--- config.mk ---
export PLATFORM = sky130hd
export DESIGN_NAME = riff_chunk_finder
export DESIGN_NICKNAME = d
export VERILOG_FILES = /design/src/design/rcf_pkg.sv /design/src/design/rcf_out_reg.sv /design/src/design/rcf_walker.sv /design/src/design/riff_chunk_finder.sv
export VERILOG_INCLUDE_DIRS = /design/src /design/src/design
export SDC_FILE = /design/constraint.sdc
export NUM_CORES = 1
export LEC_CHECK = 0
export BUFFER_PORTS_ARGS = -buffer_cell sky130_fd_sc_hd__buf_2
export CORE_AREA = 5 5 287 289
export DETAILED_ROUTE_END_ITERATION = 12
export DIE_AREA = 0 0 292 294
export PLACE_DENSITY = 0.52
export SYNTH_ARGS = -nofsm -noshare
export SYNTH_HDL_FRONTEND = slang
export SYNTH_SLANG_ARGS = --single-unit
--- constraint.sdc ---
create_clock -name i_clk -period 25.6 [get_ports i_clk]
set_input_delay 1.28 -clock i_clk [delete_from_list [all_inputs] [get_ports i_clk]]
set_output_delay 1.28 -clock i_clk [all_outputs]
set_load 0.01 [all_outputs]
--- src/design/riff_chunk_finder_macros.svh ---
// assertion macros used by the riff chunk finder walker
`ifndef RIFF_CHUNK_FINDER_MACROS_SVH
`define RIFF_CHUNK_FINDER_MACROS_SVH

// same-cycle implication, checking held off while reset is low
`define RCF_ASSERT_IMP(lbl, clk, rstn, ante, cons, msg) \
    lbl: assert property (@(posedge clk) disable iff (!(rstn)) (ante) |-> (cons)) \
        else $error(msg);

// next-cycle implication, checking held off while reset is low
`define RCF_ASSERT_NEXT(lbl, clk, rstn, ante, cons, msg) \
    lbl: assert property (@(posedge clk) disable iff (!(rstn)) (ante) |=> (cons)) \
        else $error(msg);

`endif

--- src/design/rcf_pkg.sv ---
// types, constants and helpers for the riff chunk finder
`timescale 1ns / 1ps
`default_nettype none

package rcf_pkg;

    localparam logic [31:0] TAG_RIFF         = 32'h4646_4952;
    localparam logic [31:0] TAG_WAVE         = 32'h4556_4157;
    localparam logic [31:0] DEFAULT_TARGET   = 32'h4C4D_5869;
    localparam logic [31:0] FILE_HDR_LEN     = 32'd12;
    localparam logic [33:0] CHUNK_HDR_LEN    = 34'd8;
    localparam logic [33:0] FIRST_CHUNK      = 34'd12;

    // configuration register indexes
    localparam logic CFG_FILE_LENGTH = 1'b0;
    localparam logic CFG_TARGET_ID   = 1'b1;

    typedef enum logic [1:0] {
        PH_FILE_HDR,
        PH_CHUNK_HDR,
        PH_SKIP,
        PH_PAYLOAD
    } t_phase;

    typedef enum logic [2:0] {
        ST_RUNNING,
        ST_FOUND,
        ST_TOO_SMALL,
        ST_NOT_WAV,
        ST_PAST_END,
        ST_NOT_FOUND
    } t_status;

    typedef struct packed {
        logic [7:0] payload_byte;
        logic       payload_valid;
        logic       is_last;
        t_status    status;
    } t_result;

    // one byte of a four-byte tag, first byte in the low bits
    function automatic logic [7:0] tag_byte(input logic [31:0] tag, input logic [1:0] idx);
        return tag[{idx, 3'b000} +: 8];
    endfunction

endpackage

`default_nettype wire

--- src/design/rcf_out_reg.sv ---
// result register between the chunk walker and the output stream
`timescale 1ns / 1ps
`default_nettype none

module rcf_out_reg (
    input  wire logic            i_clk,
    input  wire logic            i_rst_n,
    input  wire logic            i_load,
    input  wire rcf_pkg::t_result i_result,
    input  wire logic            i_ready,
    output logic                 o_valid,
    output rcf_pkg::t_result     o_result,
    output logic                 o_free
);
    import rcf_pkg::*;

    logic    r_valid;
    t_result r_result;

    assign o_free   = !r_valid || i_ready;
    assign o_valid  = r_valid;
    assign o_result = r_result;

    always_ff @(posedge i_clk) begin
        if (!i_rst_n) begin
            r_valid <= 1'b0;
        end else if (o_free) begin
            r_valid <= i_load;
        end
    end

    always_ff @(posedge i_clk) begin
        if (i_load && o_free) begin
            r_result <= i_result;
        end
    end

endmodule

`default_nettype wire

--- src/design/rcf_walker.sv ---
// input register and per-byte riff header and chunk walk
`timescale 1ns / 1ps
`default_nettype none

module rcf_walker (
    input  wire logic            i_clk,
    input  wire logic            i_rst_n,
    input  wire logic            i_valid,
    output logic                 o_ready,
    input  wire logic [7:0]      i_data_byte,
    input  wire logic            i_first_byte,
    input  wire logic [31:0]     i_file_length,
    input  wire logic [31:0]     i_target_id,
    input  wire logic            i_out_free,
    output logic                 o_res_valid,
    output rcf_pkg::t_result     o_result
);
    import rcf_pkg::*;

    `include "riff_chunk_finder_macros.svh"

    // input register
    logic        r_in_valid;
    logic [7:0]  r_in_byte;
    logic        r_in_first;

    // walk state
    t_phase      r_phase,   n_phase,   c_phase;
    logic [31:0] r_count,   n_count,   c_count;
    logic [1:0]  r_shift,   n_shift,   c_shift;
    logic [31:0] r_id,      n_id,      c_id;
    logic [33:0] r_start,   n_start,   c_start;
    logic [31:0] r_left,    n_left,    c_left;
    logic        r_finished, n_finished, c_finished;

    logic        advance;
    logic        res_valid;
    t_result     result;
    logic [33:0] off;
    logic [33:0] pos_p1;
    logic [33:0] body;
    logic [33:0] body_end;
    logic [33:0] nxt;
    logic [33:0] flen;

    assign advance     = r_in_valid && i_out_free;
    assign o_ready     = !r_in_valid || advance;
    assign o_res_valid = advance && res_valid;
    assign o_result    = result;

    always_ff @(posedge i_clk) begin
        if (!i_rst_n) begin
            r_in_valid <= 1'b0;
        end else if (o_ready) begin
            r_in_valid <= i_valid;
        end
    end

    always_ff @(posedge i_clk) begin
        if (i_valid && o_ready) begin
            r_in_byte  <= i_data_byte;
            r_in_first <= i_first_byte;
        end
    end

    always_comb begin
        // a first-byte marker restarts the walk before this byte is looked at
        if (r_in_first) begin
            c_phase    = PH_FILE_HDR;
            c_count    = '0;
            c_shift    = '0;
            c_id       = '0;
            c_start    = FIRST_CHUNK;
            c_left     = '0;
            c_finished = 1'b0;
        end else begin
            c_phase    = r_phase;
            c_count    = r_count;
            c_shift    = r_shift;
            c_id       = r_id;
            c_start    = r_start;
            c_left     = r_left;
            c_finished = r_finished;
        end

        n_phase    = c_phase;
        n_count    = c_count;
        n_shift    = c_shift;
        n_id       = c_id;
        n_start    = c_start;
        n_left     = c_left;
        n_finished = c_finished;

        res_valid  = 1'b0;
        result     = '{payload_byte: 8'd0, payload_valid: 1'b0, is_last: 1'b1,
                       status: ST_NOT_FOUND};

        flen     = {2'b00, i_file_length};
        off      = {2'b00, c_count} - c_start;
        pos_p1   = {2'b00, c_count} + 34'd1;
        body     = c_start + CHUNK_HDR_LEN;
        body_end = '0;
        nxt      = '0;

        if (!c_finished) begin
            n_count = c_count + 32'd1;
            case (c_phase)
                PH_FILE_HDR: begin
                    if (c_count == 32'd0 && i_file_length < FILE_HDR_LEN) begin
                        res_valid     = 1'b1;
                        result.status = ST_TOO_SMALL;
                    end else if (c_count < 32'd4) begin
                        if (r_in_byte != tag_byte(TAG_RIFF, c_count[1:0])) begin
                            res_valid     = 1'b1;
                            result.status = ST_NOT_WAV;
                        end
                    end else if (c_count >= 32'd8 && c_count < 32'd12) begin
                        if (r_in_byte != tag_byte(TAG_WAVE, c_count[1:0])) begin
                            res_valid     = 1'b1;
                            result.status = ST_NOT_WAV;
                        end else if (c_count == 32'd11) begin
                            n_start = FIRST_CHUNK;
                            if (FIRST_CHUNK + CHUNK_HDR_LEN > flen) begin
                                res_valid     = 1'b1;
                                result.status = ST_NOT_FOUND;
                            end else begin
                                n_phase = PH_CHUNK_HDR;
                                n_shift = '0;
                            end
                        end
                    end
                end

                PH_CHUNK_HDR: begin
                    // identifier bytes, then the little-endian size
                    if (off < 34'd4) begin
                        if (c_shift == 2'd0) begin
                            n_id = '0;
                        end
                        n_id[{c_shift, 3'b000} +: 8] = r_in_byte;
                    end else begin
                        if (c_shift == 2'd0) begin
                            n_left = '0;
                        end
                        n_left[{c_shift, 3'b000} +: 8] = r_in_byte;
                    end
                    n_shift = c_shift + 2'd1;
                    if (off == 34'd7) begin
                        body_end = body + {2'b00, n_left};
                        if (n_id == i_target_id) begin
                            if (body_end > flen) begin
                                res_valid     = 1'b1;
                                result.status = ST_PAST_END;
                            end else if (n_left == 32'd0) begin
                                res_valid     = 1'b1;
                                result.status = ST_FOUND;
                            end else begin
                                n_phase = PH_PAYLOAD;
                            end
                        end else begin
                            // odd sizes carry a pad byte
                            nxt     = body_end + {33'd0, n_left[0]};
                            n_start = nxt;
                            if (nxt + CHUNK_HDR_LEN > flen) begin
                                res_valid     = 1'b1;
                                result.status = ST_NOT_FOUND;
                            end else if (nxt == pos_p1) begin
                                n_phase = PH_CHUNK_HDR;
                            end else begin
                                n_phase = PH_SKIP;
                            end
                        end
                    end
                end

                PH_SKIP: begin
                    if (pos_p1 == c_start) begin
                        n_phase = PH_CHUNK_HDR;
                        n_shift = '0;
                    end
                end

                PH_PAYLOAD: begin
                    n_left               = c_left - 32'd1;
                    res_valid            = 1'b1;
                    result.payload_byte  = r_in_byte;
                    result.payload_valid = 1'b1;
                    if (n_left == 32'd0) begin
                        result.status = ST_FOUND;
                    end else begin
                        result.is_last = 1'b0;
                        result.status  = ST_RUNNING;
                    end
                end

                default: begin
                    n_phase = PH_FILE_HDR;
                end
            endcase

            if (res_valid && result.is_last) begin
                n_finished = 1'b1;
            end
        end
    end

    always_ff @(posedge i_clk) begin
        if (!i_rst_n) begin
            r_phase    <= PH_FILE_HDR;
            r_count    <= '0;
            r_shift    <= '0;
            r_id       <= '0;
            r_start    <= FIRST_CHUNK;
            r_left     <= '0;
            r_finished <= 1'b0;
        end else if (advance) begin
            r_phase    <= n_phase;
            r_count    <= n_count;
            r_shift    <= n_shift;
            r_id       <= n_id;
            r_start    <= n_start;
            r_left     <= n_left;
            r_finished <= n_finished;
        end
    end

    `RCF_ASSERT_IMP(a_payload_status, i_clk, i_rst_n,
        o_res_valid && o_result.payload_valid,
        o_result.status == ST_RUNNING || o_result.status == ST_FOUND,
        "payload item with a final error status")

    `RCF_ASSERT_IMP(a_running_has_payload, i_clk, i_rst_n,
        o_res_valid && !o_result.is_last,
        o_result.payload_valid && o_result.status == ST_RUNNING,
        "non-final item without payload")

    `RCF_ASSERT_NEXT(a_last_finishes, i_clk, i_rst_n,
        o_res_valid && o_result.is_last,
        r_finished,
        "walk not closed after final item")

    `RCF_ASSERT_IMP(a_payload_count, i_clk, i_rst_n,
        r_phase == PH_PAYLOAD && !r_finished,
        r_left != 32'd0,
        "payload phase with nothing left to send")

endmodule

`default_nettype wire

--- src/design/riff_chunk_finder.sv ---
// top level of the riff chunk finder: config registers, walker, result register
//
//  channel   dir  handshake                   payload
//  -------   ---  --------------------------  ---------------------------------------
//  s (in)    in   i_s_tvalid / o_s_tready     tdata: data_byte, tuser: first_byte
//  m (out)   out  o_m_tvalid / i_m_tready     tdata: payload_byte, tlast: is_last,
//                                             tuser: payload_valid, status
//  cfg       in   i_cfg_valid / o_cfg_ready   index 0 file_length, 1 target_chunk_id
//
// one byte a cycle sustained while the m side takes results: the byte sits in the
// input register, the walk logic (tag compares, size assembly, a 34-bit add and
// compare) settles combinationally and writes the result register
// a result passes from the input register through the result register to the
// m side, after the byte handshake
// synchronous active-low reset; file_length clears, target defaults to iXML
// a stall on the m side holds the result register and then the input register
// bytes that give no result still need a free result slot to move on
`timescale 1ns / 1ps
`default_nettype none

module riff_chunk_finder (
    input  wire logic         i_clk,
    input  wire logic         i_rst_n,
    // input byte stream
    input  wire logic         i_s_tvalid,
    output logic              o_s_tready,
    input  wire logic [7:0]   i_s_tdata,   // [7:0] data_byte
    input  wire logic         i_s_tuser,   // [0] first_byte
    // result stream
    output logic              o_m_tvalid,
    input  wire logic         i_m_tready,
    output logic [7:0]        o_m_tdata,   // [7:0] payload_byte
    output logic [3:0]        o_m_tuser,   // [0] payload_valid, [3:1] status
    output logic              o_m_tlast,   // is_last
    // configuration writes
    input  wire logic         i_cfg_valid,
    output logic              o_cfg_ready,
    input  wire logic         i_cfg_index,
    input  wire logic [31:0]  i_cfg_data
);
    import rcf_pkg::*;

    // configuration registers
    logic [31:0] r_file_length;
    logic [31:0] r_target_id;

    logic        res_valid;
    t_result     res;
    logic        out_free;
    t_result     out_res;

    // register writes are always taken
    assign o_cfg_ready = 1'b1;

    always_ff @(posedge i_clk) begin
        if (!i_rst_n) begin
            r_file_length <= '0;
            r_target_id   <= DEFAULT_TARGET;
        end else if (i_cfg_valid) begin
            case (i_cfg_index)
                CFG_FILE_LENGTH: r_file_length <= i_cfg_data;
                CFG_TARGET_ID:   r_target_id   <= i_cfg_data;
                default: begin
                end
            endcase
        end
    end

    // header check and chunk walk, one byte per advance
    rcf_walker u_walker (
        .i_clk         (i_clk),
        .i_rst_n       (i_rst_n),
        .i_valid       (i_s_tvalid),
        .o_ready       (o_s_tready),
        .i_data_byte   (i_s_tdata),
        .i_first_byte  (i_s_tuser),
        .i_file_length (r_file_length),
        .i_target_id   (r_target_id),
        .i_out_free    (out_free),
        .o_res_valid   (res_valid),
        .o_result      (res)
    );

    // result register facing the m side
    rcf_out_reg u_out_reg (
        .i_clk    (i_clk),
        .i_rst_n  (i_rst_n),
        .i_load   (res_valid),
        .i_result (res),
        .i_ready  (i_m_tready),
        .o_valid  (o_m_tvalid),
        .o_result (out_res),
        .o_free   (out_free)
    );

    assign o_m_tdata = out_res.payload_byte;
    assign o_m_tuser = {out_res.status, out_res.payload_valid};
    assign o_m_tlast = out_res.is_last;

endmodule

`default_nettype wire
==> flow_summary.json <==
{
  "finalWirelength_microns": 92600,
  "grt_max_degree": 112,
  "syn-mean-instance-area_sq_um": 7.40,
  "drv_slew": 0,
  "min_period_ns": 14.59,
  "irDropWorstVdd_mv": 0.0413,
  "portBuffers": 61,
  "grt_pass1_vias": 22482,
  "ys_async_sr_fraction_pct": 0,
  "fin_cells": 4188,
  "seq_area_frac_synth_pct": 19.8,
  "critPathTopFamily": "simple AND/OR/NAND/NOR gates",
  "ys_warn_count": 0,
  "start_util_pct": 29.7,
  "grt_pass1_wl_microns": 138000,
  "wire_per_inst_microns": 22.1,
  "insertion_delay_ns": 0.58,
  "fin_worst_skew_ns": 0.0204,
  "path_clk_slew_ns": 0.06,
  "fin_tns_setup_ns": 0,
  "drive_gt1_share_pct": 7.86,
  "setup_viol": 0,
  "antenna_left": 0,
  "cts_buffer_depth": 3,
  "drcViolationCount": 0,
  "regArea_sq_mm": 0.00468,
  "holdWs_ns": 0.452,
  "syn_inst": 3195,
  "status": "complete, no violations",
  "synth_fp_nets": 3410,
  "h-tree-depth": 1,
  "post-dp-hpwl_microns": 70700,
  "cts_resized": 0,
  "grt_overflow_total": 0,
  "die_w_microns": 292,
  "fin_crit_sh_pct": 57.0,
  "arrival_ns": 14.80,
  "path_max_fanout": 86,
  "max-cap-violations": 0,
  "min_path_type": "reg2reg",
  "hold_viol": 0,
  "cts_root_buf": "clkbuf_16",
  "final_cell_mix": "431 x nand2_1, 216 x nor2_1, 201 x dfxtp_1, 166 x ha_1, 149 x a21oi_1",
  "slew_headroom_pct": 21.0,
  "worst_ep_required_time_ns": 25.81,
  "endpoint_kind": "flop",
  "gp_congestion": 0.921,
  "synth_top_area_share_pct": 17.0,
  "worst_pin_slew_ns": 1.18,
  "grt_use_total_pct": 20.2,
  "syn_to_final_growth_pct": 8.58,
  "worstSetupPathType": "reg2reg",
  "rsz0062_at_grt": "false",
  "cts_sinks": 223,
  "via_count": 24620,
  "drt_iter0_drc": 2584,
  "power.leakage_nw": 10.1,
  "die-area_sq_mm": 0.0858,
  "yosys.cell_types.count": 119,
  "die_h_microns": 294,
  "powerDensity_mw_per_mm2": 41.2,
  "synthTopCellsByArea": "dfxtp_1 17%, ha_1 8.8%, nand2_1 6.8%",
  "clock.fmax_mhz": 68.5,
  "drt_pass1_iterations": 8,
  "ios": 63,
  "synth_top_cell_by_area": "dfxtp_1",
  "syn_area_sq_mm": 0.0236,
  "core_sq_mm": 0.0796,
  "multi_input_area_sq_mm": 0.0176,
  "final_common_cell": "nand2_1",
  "rrSetupSlack_ns": 11.01,
  "vias_per_cell": 5.88,
  "nets": 3321,
  "postCtsHoldBufs": 0,
  "dp_cells": 4136,
  "antenna_found_initial": 4,
  "ys.flop_type": "dfxtp_1",
  "n_fill_cell": 8697,
  "post_cts_buffers": 0,
  "slowest_delay_ns": 0.75,
  "rows": 104,
  "synth_edf_count": 22,
  "cpMostUsedCell": "ha_1",
  "worstPathBufferInverterCount": 3,
  "antenna_cells": 0,
  "cts_buffers": 28,
  "start_kind": "flop",
  "ys_seq_elements": 223,
  "slowest_stage": "buf_4",
  "cts_tree": "yes"
}
## metal layers
metal	up-vias	routed length, microns	track usage (%)
met5	-	13	0
met4	2	4520	8.27
met3	221	6270	2.17
met2	1067	39700	31.3
met1	11690	42100	28.6
li1	11640	-	-
## synthesized netlist by cell type, types with 14 or more instances
cell	n
a211oi_1	20
a21boi_0	82
a21o_1	57
a21oi_1	149
a221oi_1	16
a22o_1	34
a22oi_1	38
a31oi_1	40
and2_1	34
and3_1	48
and4_1	43
buf_1	18
buf_2	26
clkbuf_1	159
dfxtp_1	201
edfxtp_1	22
ha_1	166
inv_1	134
mux2i_1	20
nand2_1	431
nand2b_1	24
nand3_1	101
nand4_1	86
nor2_1	217
nor2b_1	100
nor3_1	85
nor3b_1	14
nor4_1	41
o211a_1	32
o211ai_1	37
o21a_1	22
o21ai_0	120
o21ai_1	18
o221ai_1	19
o22ai_1	14
o31ai_1	23
or3_1	15
or4_1	14
xnor2_1	130
xor2_1	51
## through the flow
stage / total power, mW / instance area, sq um / utilization, % / setup slack (ns)
6_report: 1.06 / 25700 / 32.2 / 11.01
5_1_grt: 1.10 / 25700 / 32.2 / 10.39
4_1_cts: 1.06 / 25700 / 32.2 / 11.33
3_5_place_dp: 0.633 / 24700 / 31.0 / 11.35
3_3_place_gp: 0.634 / 24700 / 31.0 / 11.56
2_1_floorplan: 0.555 / 23600 / - / 11.71
## state kept, by name (all words and copies together) (netlist names)
register             cells
r_file_length           32
r_target_id             32
u_out_reg.o_result      13
u_out_reg.o_valid        1
u_walker.r_count        32
u_walker.r_finished      1
u_walker.r_id           32
u_walker.r_in_byte       8
u_walker.r_in_first      1
u_walker.r_in_valid      1
u_walker.r_left         32
u_walker.r_phase         2
u_walker.r_shift         2
u_walker.r_start        34
## cell families after synthesis
| family | count (synthesis) | share of synthesized area, % |
|---|---|---|
| xor+xnor | 190 | 7.35 |
| simple gates | 1333 | 29.1 |
| fa+ha+maj | 171 | 9.09 |
| compound gates | 889 | 27.1 |
| flops | 223 | 19.8 |
| buf+inv | 355 | 6.03 |
| mux | 33 | 1.47 |
| other cells | 1 | 0.0159 |
## power breakdown
part / leakage [nW] / internal, mW / switching, mW
clock network: 0.482 / 0.260 / 0.166
registers: 1.83 / 0.367 / 0.0187
logic: 7.79 / 0.0869 / 0.160
## final cells by class
type | instances | share of cell area, %
Multi-Input combinational cell | 2617 | 68.5
Sequential cell | 223 | 18.2
Tap cell | 1060 | 5.17
Clock buffer | 44 | 3.36
Timing Repair Buffer | 98 | 2.28
Inverter | 138 | 2.02
Clock inverter | 8 | 0.463
## final timing paths
check | start | end | cells after the start
hold reg to reg | u_walker.r_start[0] | u_walker.r_start[0] | 2
setup / recovery | u_walker.r_in_first | u_out_reg.o_result[6] | 45
setup reg to reg | u_walker.r_in_first | u_out_reg.o_result[6] | 45
hold / removal | u_walker.r_start[0] | u_walker.r_start[0] | 2
## worst min-delay path: cells and delay by family, from the launching register on
family / cells / cell delay [ns]
DFF: 1 / 0.31
and+or+nand+nor: 1 / 0.06
AOI/OAI and AO/OA: 1 / 0.04
Power figures use the tool's default switching activity.
